## config.mk

```make
export PLATFORM = sky130hd
export DESIGN_NAME = sorted_key_table_flat
export DESIGN_NICKNAME = d
export VERILOG_FILES = /design/src/rtl/skt_pkg.sv /design/src/rtl/skt_req_if.sv /design/src/rtl/skt_rsp_if.sv /design/src/rtl/sorted_key_table.sv /design/src/flat_wrapper.sv
export SDC_FILE = /design/constraint.sdc
export NUM_CORES = 1
export LEC_CHECK = 0
export BUFFER_PORTS_ARGS = -buffer_cell sky130_fd_sc_hd__buf_2
export CORE_ASPECT_RATIO = 1.25
export CORE_UTILIZATION = 63
export DETAILED_ROUTE_END_ITERATION = 6
export MAX_ROUTING_LAYER = met4
export PLACE_DENSITY = 0.89
export SLEW_MARGIN = 0
export SYNTH_ARGS = -nofsm -noshare
export SYNTH_HDL_FRONTEND = slang
export SYNTH_SLANG_ARGS = --single-unit
```

## constraint.sdc

```tcl
create_clock -name clk -period 4.9 [get_ports clk]
set_clock_uncertainty 0.2 [all_clocks]
set_input_delay 0.245 -clock clk [delete_from_list [all_inputs] [get_ports clk]]
set_output_delay 0.245 -clock clk [all_outputs]
set_load 0.02 [all_outputs]
```

## src/rtl/skt_pkg.sv

```systemverilog
// skt_pkg: sizes, key type and request/status codes of the sorted key table
// used by the channel interfaces and by the top level; no dependencies
`default_nettype none

package skt_pkg;

  // table sizing
  localparam int CAPACITY = 16;
  localparam int KEY_BITS = 32;
  localparam int IDX_BITS = (CAPACITY > 1) ? $clog2(CAPACITY) : 1;
  localparam int CNT_BITS = $clog2(CAPACITY + 1);

  // fixed port field widths
  localparam int REQ_TYPE_BITS = 2;
  localparam int PORT_KEY_BITS = 32;
  localparam int STATUS_BITS   = 2;
  localparam int COUNT_BITS    = 5;

  typedef logic [REQ_TYPE_BITS-1:0]        req_type_t;
  typedef logic signed [PORT_KEY_BITS-1:0] port_key_t;
  typedef logic [STATUS_BITS-1:0]          status_t;
  typedef logic [COUNT_BITS-1:0]           entry_count_t;

  typedef logic signed [KEY_BITS-1:0] key_t;
  typedef logic [IDX_BITS-1:0]        idx_t;
  typedef logic [CNT_BITS-1:0]        cnt_t;

  // request codes
  localparam req_type_t OP_INSERT = 2'd0;
  localparam req_type_t OP_DELETE = 2'd1;
  localparam req_type_t OP_SEARCH = 2'd2;

  // status codes
  localparam status_t ST_DONE   = 2'd0;
  localparam status_t ST_ABSENT = 2'd1;
  localparam status_t ST_FULL   = 2'd2;

endpackage

`default_nettype wire

```

## src/rtl/skt_req_if.sv

```systemverilog
// skt_req_if: request channel (operation and key) with valid/ready handshake
// depends on skt_pkg
`default_nettype none

interface skt_req_if;
  import skt_pkg::*;

  logic      valid;
  logic      ready;
  req_type_t req_type;
  port_key_t key;

  modport source (output valid, output req_type, output key, input ready);
  modport sink (input valid, input req_type, input key, output ready);

endinterface

`default_nettype wire

```

## src/rtl/skt_rsp_if.sv

```systemverilog
// skt_rsp_if: response channel (status and entry count) with valid/ready handshake
// depends on skt_pkg
`default_nettype none

interface skt_rsp_if;
  import skt_pkg::*;

  logic         valid;
  logic         ready;
  status_t      status;
  entry_count_t entry_count;

  modport source (output valid, output status, output entry_count, input ready);
  modport sink (input valid, input status, input entry_count, output ready);

endinterface

`default_nettype wire

```

## src/rtl/sorted_key_table.sv

```systemverilog
// sorted_key_table: bounded table of signed keys in ascending order, held in one
// synchronous memory and updated by a scan/shift sequencer
// depends on skt_pkg, skt_req_if, skt_rsp_if
//
//   channel  dir  payload                 notes
//   req      in   req_type, key           taken only while the sequencer is idle
//   rsp      out  status, entry_count     one response per request, registered
//
// the key memory has one read and one write port; the sequencer visits one
// entry per cycle. a search or delete walks the stored keys, a search stopping
// at a hit; an insert walks down over the keys not smaller than the new one,
// shifting each up; full-table, empty-table and unused requests skip the walk.
// synchronous reset empties the table at once; memory contents are not cleared.
// a response waiting on rsp.ready holds the sequencer before its return to idle.
`default_nettype none

module sorted_key_table (
  input  wire logic clk,
  input  wire logic rst,
  skt_req_if.sink   req,
  skt_rsp_if.source rsp
);
  import skt_pkg::*;

  typedef enum logic [2:0] {
    S_IDLE,
    S_INS,
    S_INS_LAST,
    S_SCAN,
    S_DONE
  } state_t;

  state_t       state;
  cnt_t         cnt;
  idx_t         p;
  key_t         key_r;
  req_type_t    op;
  logic         found;
  status_t      result;
  logic         rsp_valid;
  status_t      rsp_status;
  entry_count_t rsp_count;

  key_t mem [CAPACITY];
  key_t rd_data;
  idx_t rd_addr;
  logic wr_en;
  idx_t wr_addr;
  key_t wr_data;

  logic accept;
  key_t key_in;
  logic hit;
  logic last;
  logic found_now;

  assign req.ready       = (state == S_IDLE);
  assign accept          = req.valid && req.ready;
  assign key_in          = key_t'(req.key);
  assign rsp.valid       = rsp_valid;
  assign rsp.status      = rsp_status;
  assign rsp.entry_count = rsp_count;

  assign hit       = (rd_data == key_r);
  assign last      = ((cnt_t'(p) + cnt_t'(1)) == cnt);
  assign found_now = found || hit;

  // read address: top entry for insert, first entry for scans, then walk
  always_comb begin
    case (state)
      S_INS:   rd_addr = p - idx_t'(1);
      S_SCAN:  rd_addr = p + idx_t'(1);
      default: rd_addr = (req.req_type == OP_INSERT) ? idx_t'(cnt - cnt_t'(1)) : '0;
    endcase
  end

  // write port: first key into an empty table, shift up for insert, shift down behind a deleted key
  always_comb begin
    wr_en   = 1'b0;
    wr_addr = '0;
    wr_data = key_r;
    case (state)
      S_IDLE: begin
        if (accept && req.req_type == OP_INSERT && cnt == '0) begin
          wr_en   = 1'b1;
          wr_data = key_in;
        end
      end
      S_INS: begin
        wr_en   = 1'b1;
        wr_addr = p + idx_t'(1);
        wr_data = (rd_data >= key_r) ? rd_data : key_r;
      end
      S_INS_LAST: begin
        wr_en = 1'b1;
      end
      S_SCAN: begin
        if (op == OP_DELETE && found) begin
          wr_en   = 1'b1;
          wr_addr = p - idx_t'(1);
          wr_data = rd_data;
        end
      end
      default: begin
        wr_en = 1'b0;
      end
    endcase
  end

  // key memory
  always_ff @(posedge clk) begin
    if (wr_en) begin
      mem[wr_addr] <= wr_data;
    end
    rd_data <= mem[rd_addr];
  end

  // sequencer and response register
  always_ff @(posedge clk) begin
    if (rst) begin
      state     <= S_IDLE;
      cnt       <= '0;
      rsp_valid <= 1'b0;
    end else begin
      if (rsp_valid && rsp.ready && state != S_DONE) begin
        rsp_valid <= 1'b0;
      end
      case (state)
        S_IDLE: begin
          if (accept) begin
            key_r <= key_in;
            op    <= req.req_type;
            found <= 1'b0;
            p     <= (req.req_type == OP_INSERT) ? idx_t'(cnt - cnt_t'(1)) : '0;
            case (req.req_type)
              OP_INSERT: begin
                if (cnt == cnt_t'(CAPACITY)) begin
                  result <= ST_FULL;
                  state  <= S_DONE;
                end else if (cnt == '0) begin
                  cnt    <= cnt_t'(1);
                  result <= ST_DONE;
                  state  <= S_DONE;
                end else begin
                  state <= S_INS;
                end
              end
              OP_DELETE, OP_SEARCH: begin
                if (cnt == '0) begin
                  result <= ST_ABSENT;
                  state  <= S_DONE;
                end else begin
                  state <= S_SCAN;
                end
              end
              default: begin
                result <= ST_ABSENT;
                state  <= S_DONE;
              end
            endcase
          end
        end
        S_INS: begin
          if (rd_data >= key_r) begin
            if (p == '0) begin
              state <= S_INS_LAST;
            end else begin
              p <= p - idx_t'(1);
            end
          end else begin
            cnt    <= cnt + cnt_t'(1);
            result <= ST_DONE;
            state  <= S_DONE;
          end
        end
        S_INS_LAST: begin
          cnt    <= cnt + cnt_t'(1);
          result <= ST_DONE;
          state  <= S_DONE;
        end
        S_SCAN: begin
          if (op == OP_SEARCH && hit) begin
            result <= ST_DONE;
            state  <= S_DONE;
          end else if (last) begin
            if (found_now && op == OP_DELETE) begin
              cnt    <= cnt - cnt_t'(1);
              result <= ST_DONE;
            end else begin
              result <= ST_ABSENT;
            end
            state <= S_DONE;
          end else begin
            p     <= p + idx_t'(1);
            found <= found_now;
          end
        end
        S_DONE: begin
          if (!rsp_valid || rsp.ready) begin
            rsp_valid  <= 1'b1;
            rsp_status <= result;
            rsp_count  <= entry_count_t'(cnt);
            state      <= S_IDLE;
          end
        end
        default: begin
          state <= S_IDLE;
        end
      endcase
    end
  end

  // table never holds more than its capacity
  a_cnt_bound: assert property (@(posedge clk) disable iff (rst)
    cnt <= cnt_t'(CAPACITY))
    else $error("entry count above capacity");

  // a rejected insert is reported only with a full table
  a_full_count: assert property (@(posedge clk) disable iff (rst)
    rsp_valid && rsp_status == ST_FULL |-> rsp_count == entry_count_t'(CAPACITY))
    else $error("full status with table not full");

  // ready is low in the cycle after a request is accepted
  a_one_busy: assert property (@(posedge clk) disable iff (rst)
    accept |=> !req.ready)
    else $error("request taken while busy");

  // the insert walk stays inside the stored entries
  a_ins_index: assert property (@(posedge clk) disable iff (rst)
    state == S_INS |-> cnt_t'(p) < cnt)
    else $error("insert index beyond stored entries");

  // count moves by at most one per request
  a_cnt_step: assert property (@(posedge clk) disable iff (rst)
    !req.ready && $past(!req.ready) |-> cnt == $past(cnt) || cnt == $past(cnt) + cnt_t'(1)
      || cnt == $past(cnt) - cnt_t'(1))
    else $error("entry count jumped");

endmodule

`default_nettype wire
```

## src/flat_wrapper.sv

```systemverilog
// flat-port wrapper written by rule: the top's interface ports become plain ports
module sorted_key_table_flat import skt_pkg::*;
  (clk, rst, req_valid, req_req_type, req_key, req_ready, rsp_valid, rsp_status, rsp_entry_count, rsp_ready);
  skt_req_if req_i ();
  skt_rsp_if rsp_i ();
  input  wire logic clk;
  input  wire logic rst;
  input wire logic [$bits(req_i.valid)-1:0] req_valid;
  input wire logic [$bits(req_i.req_type)-1:0] req_req_type;
  input wire logic [$bits(req_i.key)-1:0] req_key;
  output wire logic [$bits(req_i.ready)-1:0] req_ready;
  output wire logic [$bits(rsp_i.valid)-1:0] rsp_valid;
  output wire logic [$bits(rsp_i.status)-1:0] rsp_status;
  output wire logic [$bits(rsp_i.entry_count)-1:0] rsp_entry_count;
  input wire logic [$bits(rsp_i.ready)-1:0] rsp_ready;
  assign req_i.valid = req_valid;
  assign req_i.req_type = req_req_type;
  assign req_i.key = req_key;
  assign req_ready = req_i.ready;
  assign rsp_valid = rsp_i.valid;
  assign rsp_status = rsp_i.status;
  assign rsp_entry_count = rsp_i.entry_count;
  assign rsp_i.ready = rsp_ready;
  sorted_key_table u_core (.clk(clk), .rst(rst), .req(req_i), .rsp(rsp_i));
endmodule
```

Word-level counts from Yosys, hierarchy flattened

Memory sizes are Yosys's and may differ from the RTL's. A register that Yosys moved wholly into a read port is not among the register bits.
Cells that the tools add are included.

Add/sub/neg operators: 5
Order comparisons: 1
Equality and inequality tests: 28
Mux-type cells: 56
Bitwise operators: 1
Reduce and logical (&&, ||, !) cells: 27

Operators by type and width:

| kind                | number |
|---|---|
| $mux 32             | 3 |
| $pmux 32 s3         | 1 |
| $mux 5              | 8 |
| $eq 32x32->1        | 1 |
| $ge 32x32->1        | 1 |
| $mux 4              | 7 |
| $mux 3              | 9 |
| $pmux 5 s4          | 1 |
| $ne 2x2->1 const B  | 8 |
| $pmux 4 s2          | 2 |
| $pmux 3 s5          | 1 |
| $mux 2              | 7 |
| $reduce_and 7->1    | 2 |
| $pmux 4 s3          | 1 |
| $mux 1              | 11 |
| $ne 3x3->1 const B  | 3 |
| $reduce_and 9->1    | 1 |
| $logic_and 1x1->1   | 8 |
| $ne 2x1->1 const B  | 4 |
| $pmux 2 s4          | 1 |
| $eq 3x2->1 const B  | 2 |
| $pmux 3 s2          | 1 |
| $reduce_and 3->1    | 2 |
| $add 4x1->5 const B | 1 |
| other kinds (28)    | 32 |

Flip-flop bits (word level): 57
Memory bits (writable): 512
Bits of input ports: 38
Output and inout port bits: 9
Logic and storage cells: 129
Memories kept: 1

Memory list:

| name       | words | width | rd ports | clocked after Yosys merged registers in | write ports | line                   | RTL |
|---|---|---|---|---|---|---|---|
| u_core.mem | 16    | 32    | 1        | 1                                       | 1           | sorted_key_table.sv:44 | `key_t mem [CAPACITY];` |

Longest topological paths before layout

Depth in word-level cells: 8
Gate-level depth with buffers: 13
Gate-level depth less buffers: 9

Worst setup path before layout

Ideal clock, no wire load.

Kind: register -> register
From: register u_core.state[0]
To: register u_core.key_r[0], enable pin
Setup time: 475 ps
Arrival: 3,438 ps
Data required time: 4,225 ps
Setup slack: 787 ps
Cell stages (with the launch flop): 5
Path buffers: 1
Clock period less this slack: 4,113 ps
Path through: dfxtp_1 buf_2 nor2_1 nand2_1 nor3b_1

Longest elaborated chain between the ends: 3

Ends and longest elaborated chain:

| element                             | line                                            | RTL |
|---|---|---|
| start: declaration                  | sorted_key_table.sv:33                          | `state_t state;` |
| start signal: assignment            | sorted_key_table.sv:121                         | `state <= S_IDLE;` |
| start signal: assignment            | sorted_key_table.sv:139                         | `state <= S_DONE;` |
| start signal: assignment            | sorted_key_table.sv:143                         | `state <= S_DONE;` |
| $logic_not 3->1 *                   | sorted_key_table.sv:57, sorted_key_table.sv:128 |  |
| $logic_and 1x1->1                   | sorted_key_table.sv:58                          | `assign accept = req.valid && req.ready;` |
| $reduce_and 3->1 (no source line) * | --                                              |  |
| end signal: assignment              | sorted_key_table.sv:131                         | `key_r <= key_in;` |
| end: declaration                    | sorted_key_table.sv:36                          | `key_t key_r;` |

Every way passes the cells marked *; elsewhere a longest branch is shown, timed or not.
A chain may end at the register's enable or synchronous reset.

Worst setup path in the final report

From: register u_core.key_r[7]
To: memory u_core.mem[1][0] (netlist name) (data pin)

Longest elaborated chain between the ends: 3

Ends and longest elaborated chain:

| element               | line                   | RTL |
|---|---|---|
| $ge 32x32->1          | sorted_key_table.sv:92 | `wr_data = (rd_data >= key_r) ? rd_data : key_r;` |
| $mux 32               | sorted_key_table.sv:92 |  |
| $pmux 32 s3           | sorted_key_table.sv:82 | `case (state)` |
| net u_core.wr_data[0] | sorted_key_table.sv:49 | `key_t wr_data;` |
| end: declaration      | sorted_key_table.sv:44 |  |

The timed path passes the listed nets, and every way through them passes these cells.

==> results.txt <==
Final Power = 15700 uW
NumNets Final = 2115
# H-tree levels = 2
Worst slew pin tran = 1230 ps
Critical path class = register to register
Peak Freq = 237 MHz
Final setup TNS = 0 ps
Hold Crit Class = input port to register
Placeable Area = 39200 um^2
Leakage Power = 0.00996 uW
Slowest stage delay, CP = 560 ps
Die area = 40800 um^2
Post-DRT Antenna Nets = 0
Yosys top cell area share = 0.668
Top Family by Delay on Critical Path = compound AO/OA/AOI/OAI gates
Net Count, Synth = 2075
Initial DRT Pass Iterations = 6
First-pass GRT wire length = 99.2 mm
Multi-input logic area = 6880 um^2
Overall Global Routing Usage = 0.334
Data arrival, critical path = 4250 ps
Register clock-pin slew on the reported worst setup and hold paths = 70 ps
RSZ-0062 raised after global routing = no
DRC = 0
Post-synthesis sequential area ratio = 0.701
CTS tree = done
Final Hold Fails = 0
Crit-path max FO = 20
Largest net degree at the start of global routing = 165
# rows = 81
Clock Tree Root = clkbuf_16
Routability Congestion = 0.867
Period utilization = 0.860
Clock sinks = 601
Buf+Inv Stages, Crit Path = 2
Antenna cells = 0
I/O Buffers = 46
IR drop worst, VDD = 0.349 mV
Async SR Flop Fraction = 0
# fillers = 2278
Final setup fails = 0
Syn Inst Count = 1999
Vias = 17700
Post-layout min period = 4220 ps
Status = finished clean
Remaining Overflow, GRT = 0
Antenna violations before repair = 0
CP startpoint kind = register
WL/cell = 25.6 um
Register area = 17600 um^2
FF+latch count, synth = 601
Cts bufs inserted = 52
Initial Utilization = 0.642
Via density = 6.86
Final Max Tran Viols = 0
Ys Warns = 0
Crit-path cells = inv_1 -> ha_1 -> a21oi_1 -> o21ai_0 -> a22oi_1 -> a31oi_1 -> nor3_4 -> o21ai_4 -> buf_4 -> a221o_1
Synth area leaders = edfxtp_1, nand2_1, a311oi_1, dfxtp_1, nand3_1
Share of layout cells above drive strength 1 = 0.0967
CTS Buffer Depth = 3
Area growth, synth to finish = 11.4%
Slew HR = 0.180
Dpl hpwl = 34.0 mm
Synth cell types = 72
DRT Wirelength = 66.0 mm
CP required = 4940 ps
Power Density = 560 nW/um^2
Clk_lat worst skew = 580 ps
Post-Syn Area per Cell = 12.6 um^2
Die width = 181 um
CP endpoint kind = register
IO Pins = 47
Vias in the first global route = 17400
Die Y-Extent = 225 um
Slowest-stage cell, CP = a221o_1
Initial DRC count = 2626
Post-synth EDFFs = 560
Area leader, netlist = edfxtp_1
Post-Syn Area = 25200 um^2
Max cap viols = 0
Ys flop type = edfxtp_1
placed cells by master (no fill, tap or decap), drive strengths merged, types with 4 or more instances in the layout:
cell type      n
a31oi         38
a21oi         69
mux2i          4
nor3b          5
o21ai         18
clkbuf        77
nor3          11
dlygate4sd3   36
clkinv        13
a211oi         5
buf           83
nor2          41
xnor2          7
nand2b         8
a311oi        96
edfxtp       560
dfxtp         41
nand4          7
nand2        541
a221o         32
xor2           4
and2          35
inv           49
ha            38
and3          67
nand3        138
o211ai         4
area by class of cell:
| cell class | count | area share |
|---|---|---|
| sequential | 601 | 0.629 |
| multi-input combinational | 1216 | 0.246 |
| clock buffer | 77 | 0.0552 |
| timing repair buffer | 119 | 0.0363 |
| tap | 498 | 0.0222 |
| inverter | 49 | 0.00678 |
| clock inverter | 17 | 0.00495 |
final timing paths:
check	start	slack, ps	depth (start not counted)	endpoint
worst max register to register	u_core.key_r[7]$_DFFE_PP_	680	10	u_core.mem[1][0]$_DFFE_PP_
worst min register to register	u_core.result[0]$_DFFE_PP_	230	0	u_core.rsp.status[0]$_DFFE_PP_
worst min-delay path	req_valid	70	5	u_core.state[2]$_SDFFE_PP0P_
worst max-delay path	u_core.key_r[7]$_DFFE_PP_	680	10	u_core.mem[1][0]$_DFFE_PP_
worst register-to-register path, cell delays in order (launching register included):
cell and delay (ps):
edfxtp_1 380, inv_1 50, ha_1 350, a21oi_1 370, o21ai_0 240, a22oi_1 380, a31oi_1 250, nor3_4 480
o21ai_4 260, buf_4 330, a221o_1 570
where the power goes:
part,total (uW),switching [uW],internal [uW]
Clock,4080,1790,2280
Sequential,6990,329,6660
Combinational,4630,3230,1390
Total,15700,5360,10300
per-stage QoR:
| stage | hold slack (ps) | area (um^2) | setup WS, ps | std cells | util |
|---|---|---|---|---|---|
| CTS | 57.8 | 28000 | 984 | 2577 | 0.715 |
| global placement | 214 | 26000 | 1110 | 2447 | 0.663 |
| detailed placement | 219 | 26000 | 1060 | 2447 | 0.663 |
| global route | 139 | 28000 | 702 | 2577 | 0.715 |
| finish | 65.2 | 28000 | 684 | 2577 | 0.715 |
| floorplan | 144 | 25200 | 787 | 1999 | - |
timing repair:
item                      CTS  global route
resized for setup           0             0
hold endpoints to repair   43             0
hold buffers               36             0
buffers inserted            0             0
sequential cells by signal, indices dropped and copies added, names as in the netlist, 2 cells and up:
register                count
u_core.mem                512
u_core.key_r               32
u_core.rd_data             32
u_core.cnt                  5
u_core.rsp.entry_count      5
u_core.p                    4
u_core.state                3
u_core.op                   2
u_core.result               2
u_core.rsp.status           2
logic make-up (layout without fill, tap and decap cells):
logic type | after synthesis | after routing | synth area share
multiplexers | 5 | 5 | 0.00204
AO/OA/AOI/OAI | 291 | 291 | 0.0871
flip-flops | 601 | 601 | 0.701
XOR/XNOR | 11 | 11 | 0.00383
AND/OR/NAND/NOR | 871 | 871 | 0.155
buffers and inverters | 182 | 262 | 0.0319
adder cells (fa/ha/maj) | 38 | 38 | 0.0189
synth_stat cells (all sizes together) (4+ instances only):
| cell type | number |
|---|---|
| a211oi | 5 |
| a21oi | 69 |
| a221o | 32 |
| a311oi | 96 |
| a31oi | 38 |
| and2 | 35 |
| and3 | 67 |
| buf | 79 |
| clkbuf | 54 |
| dfxtp | 41 |
| edfxtp | 560 |
| ha | 38 |
| inv | 49 |
| mux2i | 4 |
| nand2 | 541 |
| nand2b | 8 |
| nand3 | 138 |
| nand4 | 7 |
| nor2 | 41 |
| nor3 | 11 |
| nor3b | 5 |
| o211ai | 4 |
| o21ai | 18 |
| xnor2 | 7 |
| xor2 | 4 |
metal layers:
| metal | part of all wire | routed length (um) | up-vias | GRT usage |
|---|---|---|---|---|
| met5 | 0 | 0 | - | - |
| met4 | 0.053 | 3500 | 0 | 0.176 |
| li1 | - | - | 7466 | - |
| met1 | 0.34 | 22200 | 8461 | 0.397 |
| met2 | 0.49 | 32500 | 1447 | 0.547 |
| met3 | 0.12 | 7820 | 301 | 0.0606 |
Note: power is estimated with default switching activity, not from simulation.
